<file path="src/hw/rtl/tlc_ram.sv">
// Generic single-write, single-read RAM with registered read data.
// No dependencies.
module tlc_ram #(
	parameter int W = 8,
	parameter int D = 2,
	localparam int AW = (D > 1) ? $clog2(D) : 1
) (
	input  logic          clk,
	input  logic          we,
	input  logic [AW-1:0] waddr,
	input  logic [W-1:0]  wdata,
	input  logic [AW-1:0] raddr,
	output logic [W-1:0]  rdata
);
	logic [W-1:0] mem_q [D];

	always_ff @(posedge clk) begin
		if (we) begin
			mem_q[waddr] <= wdata;
		end
		rdata <= mem_q[raddr];
	end
endmodule

</file>
<file path="config.mk">
export PLATFORM = sky130hd
export DESIGN_NAME = tlc_ram
export DESIGN_NICKNAME = d
export VERILOG_FILES = /design/src/hw/rtl/tlc_ram.sv
export SDC_FILE = /design/constraint.sdc
export NUM_CORES = 1
export LEC_CHECK = 0
export BUFFER_PORTS_ARGS = -buffer_cell sky130_fd_sc_hd__clkbuf_2
export CAP_MARGIN = 20
export CORE_MARGIN = 8
export CORE_UTILIZATION = 48
export DETAILED_ROUTE_END_ITERATION = 16
export GPL_TIMING_DRIVEN = 0
export MAX_ROUTING_LAYER = met4
export PLACE_DENSITY_LB_ADDON = 0.15
export SYNTH_ARGS = -nofsm -noshare
export SYNTH_HDL_FRONTEND = slang
export SYNTH_SLANG_ARGS = --single-unit
</file>
<file path="constraint.sdc">
create_clock -name clk -period 1.15 [get_ports clk]
set_input_delay 0.0575 -clock clk [delete_from_list [all_inputs] [get_ports clk]]
set_output_delay 0.0575 -clock clk [all_outputs]
set_load 0.01 [all_outputs]
</file>
# --- Word level (Yosys, flattened, before mapping) ---
# Memory sizes are Yosys's and may differ from the RTL's. A register that Yosys moved wholly into a read port is not among the register bits.
# Index checks and enable logic that the tools add are counted.
word_totals:
  elab_cells: 3
  inputBits: 12
  regBits: 0
  ramBits: 16
  mem_count: 1
classes:
  n_mux: 2
mem_list:
  columns: ["memory", "depth", "word_bits", "rd", "rd_clocked_by_memory_dff", "wr", "line_no", "text"]
  rows:
  - ["mem_q", 2, 8, 1, 1, 1, "15", "logic [W-1:0] mem_q [D];"]
op_table:
  columns: ["operator", "count"]
  rows:
  - ["1-bit two-way mux", 2]

# --- Depth between registers and ports, before layout ---
logic_depth:
  ltp_word: 2
  depth_mapped: 2
  depth_no_buf: 1

# --- Worst setup path before layout ---
# OpenSTA, ideal clock, no wires.
synth_timing:
  path_type: "input-to-reg"
  from: "in we"
  to: "mem mem_q[0][0], enable pin"
  t_required_ns: 0.777
  arrival_ns: 0.478
  cell_stages: 1
  slack_ns: 0.299
  n_path_buf: 0
  path_cell_list: "nor2b_1"
synth_via:
  elab_chain_cells: 2
synth_lines:
  columns: ["item", "line_no", "text"]
  rows:
  - ["start: declaration", "9", "input logic we,"]
  - ["1-bit two-way mux", "18", "if (we) begin"]
  - ["1-bit two-way mux (not written as such)", "19", "mem_q[waddr] <= wdata;"]
  - ["end: declaration", "15", null]
# Every way passes these cells.

# --- Final worst setup path ---
layout_timing:
  from: "reg rdata[0], read port of mem_q"
  to: "out rdata[0]"
layout_rtl:
  columns: ["item", "line_no", "text"]
  rows:
  - ["start: declaration", "13", "output logic [W-1:0] rdata"]
# No word-level cell between the ends.

==> qor.txt <==
run status -> finished clean
sum of negative setup slack -> 0 ns
vias in the first global route -> 464
sequential fraction of the synthesis area -> 0.817
wire length of the first global-routing pass -> 2040 µm
CP max-delay cell -> sky130_fd_sc_hd__dfxtp_1
leakage power of the design -> 0.430 nW
summed instance area of the synthesized netlist -> 785 µm²
RePlAce Congestion -> 0.606
clock latency of the later-clocked register in the worst-skew pair -> 0.30 ns
clock root cell -> sky130_fd_sc_hd__clkbuf_4
count of pins over their slew limit -> 0
YS warnings -> 0
row count -> 14
fraction of layout cells with a size suffix above 1 -> 0.477
number of buffers and inverters on the critical path -> 1
Pwr Total -> 1.73 mW
aggregate global routing overflow -> 0
final setup violation count -> 0
CTS tree -> yes
Initial Util -> 0.515
Worst Setup End Kind -> primary output
max_cap viols -> 0
element type at the critical path start -> flip-flop
Core ar. -> 0.00152 mm²
routed length per placed instance -> 14.7 µm
#FFs+latches synth -> 24
Horiz. Die Dim -> 56.4 µm
Max-slew headroom -> 0.555
slew at the pin closest to its max-slew limit -> 0.666 ns
number of buffers inserted by post-CTS setup repair -> 0
top fanout value on the critical path -> 1
Die Y -> 56.4 µm
number of clock sinks -> 24
unrepaired setup endpoints after global routing -> false
cells traversed along the worst timing path -> clkbuf_2
input/output buffers -> 18
deepest level of the CTS H-tree -> 1
maximum clock path buffer count -> 2
Worst Hold Class -> in -> reg
area added between synthesis and finish -> 30.9%
final period utilization -> 0.717
vias after detailed routing -> 387
global-route usage over all layers -> 0.0841
worst setup path category -> reg -> out
synthesized net count -> 47
pin count of the biggest net entering global routing -> 15
number of detailed-routing iterations run before antenna repair -> 1
Power Density -> 1680 mW/mm²
total wire length after detailed routing -> 1190 µm
average cell area after synthesis -> 22.4 µm²
number of vias per cell after detailed routing -> 4.78
achievable frequency -> 1210 MHz
residual antenna-violating net count after detailed routing -> 0
DRC Markers -> 0
final-stage net count -> 78
CP Data Arrival Time -> 0.77 ns
final number of hold-violating endpoints -> 0
antenna violations before repair -> 0
cell family contributing the most delay on the critical path -> flip-flops
distinct cell type count of the synthesized netlist -> 6
post-CTS clock slew at the launch and capture registers of the worst setup and hold paths -> 0.12 ns
number of DRC markers after the initial detailed-route iteration -> 0
post-route minimum period -> 0.825 ns
clock skew after layout -> 0.00902 ns
final critical-path setup slack -> 0.325 ns
worst slack after detailed placement -> 0.0520 ns
required time worst endpoint -> 1.09 ns
Max rail drop VDD -> 0.965 mV
clock buffers created by TritonCTS -> 3
antenna diode count -> 0
number of standard cells after synthesis -> 35
number of primary I/O pins -> 20
area enclosed by the die boundary -> 0.00318 mm²
Slowest Stage Delay on Critical Path -> 0.34 ns
==> sequential cells by signal, indices dropped and copies added, names as in the netlist <==
register and flops:
mem_q 16, rdata 8
==> what timing repair did <==
item | in CTS | in global routing
gates resized for setup | 0 | 0
hold endpoints to repair | 16 | 0
hold buffers | 8 | 0
==> per-layer routing <==
metal / up-vias / part of all wire / global-route usage
met5: - / 0 / -
met4: 0 / 0 / 0.0309
met3: 0 / 0.052 / 0.0337
met2: 12 / 0.58 / 0.155
met1: 182 / 0.36 / 0.0740
li1: 193 / - / -
==> placed cells by master, fill, tap and decap left out, drive strengths merged <==
master / netlist / final
and2: 1 / 1
buf: 1 / 1
bufinv: 0 / 1
clkbuf: 0 / 21
dfxtp: 8 / 8
dlygate4sd3: 0 / 8
edfxtp: 16 / 16
mux2: 8 / 8
nor2b: 1 / 1
==> metrics by stage <==
stage / hold slack, ns / cells / cell area [µm²] / utilization
global placement: 0.248 / 69 / 895 / 0.587
CTS: 0.0613 / 81 / 1030 / 0.674
global route: 0.0534 / 81 / 1030 / 0.674
finish: 0.0709 / 81 / 1030 / 0.674
floorplan: 0.156 / 35 / 785 / -
detailed placement: 0.250 / 69 / 895 / 0.587
==> power breakdown <==
| group | internal [mW] | leakage, nW | switching (mW) |
|---|---|---|---|
| registers | 0.988 | 0.218 | 0.0164 |
| logic | 0.0885 | 0.185 | 0.0590 |
| clock network | 0.352 | 0.0279 | 0.226 |
| total | 1.43 | 0.430 | 0.302 |
==> Yosys cell counts, drive strengths merged <==
| cell type | instances | area share |
|---|---|---|
| dfxtp | 8 | 0.20 |
| buf | 1 | 0.014 |
| edfxtp | 16 | 0.61 |
| and2 | 1 | 0.0080 |
| mux2 | 8 | 0.15 |
| nor2b | 1 | 0.0080 |
==> logic make-up after synthesis <==
logic type	after synthesis	share of synthesized area
buf+inv	1	0.0144
flops	24	0.817
mux	8	0.153
simple gates	2	0.0160
==> final cells by class <==
type	instances	area, µm²
Sequential cell	24	641
Tap cell	16	20.0
Clock inverter	1	30.0
Multi-Input combinational cell	10	133
Fill cell	112	497
Buffer	1	11.3
Clock buffer	3	22.5
Timing Repair Buffer	26	170
==> final timing paths <==
check	from	to	slack (ns)	cells after the start
worst max register to register	mem_q[0][1]$_DFFE_PP_	rdata[1]$_DFF_P_	0.38	1
worst min-delay path	raddr	rdata[2]$_DFF_P_	0.07	2
worst max-delay path	rdata[0]$_DFF_P_	rdata[0]	0.33	1
worst min register to register	mem_q[1][2]$_DFFE_PP_	rdata[2]$_DFF_P_	0.49	1
Note: power is estimated with default switching activity, not from simulation.
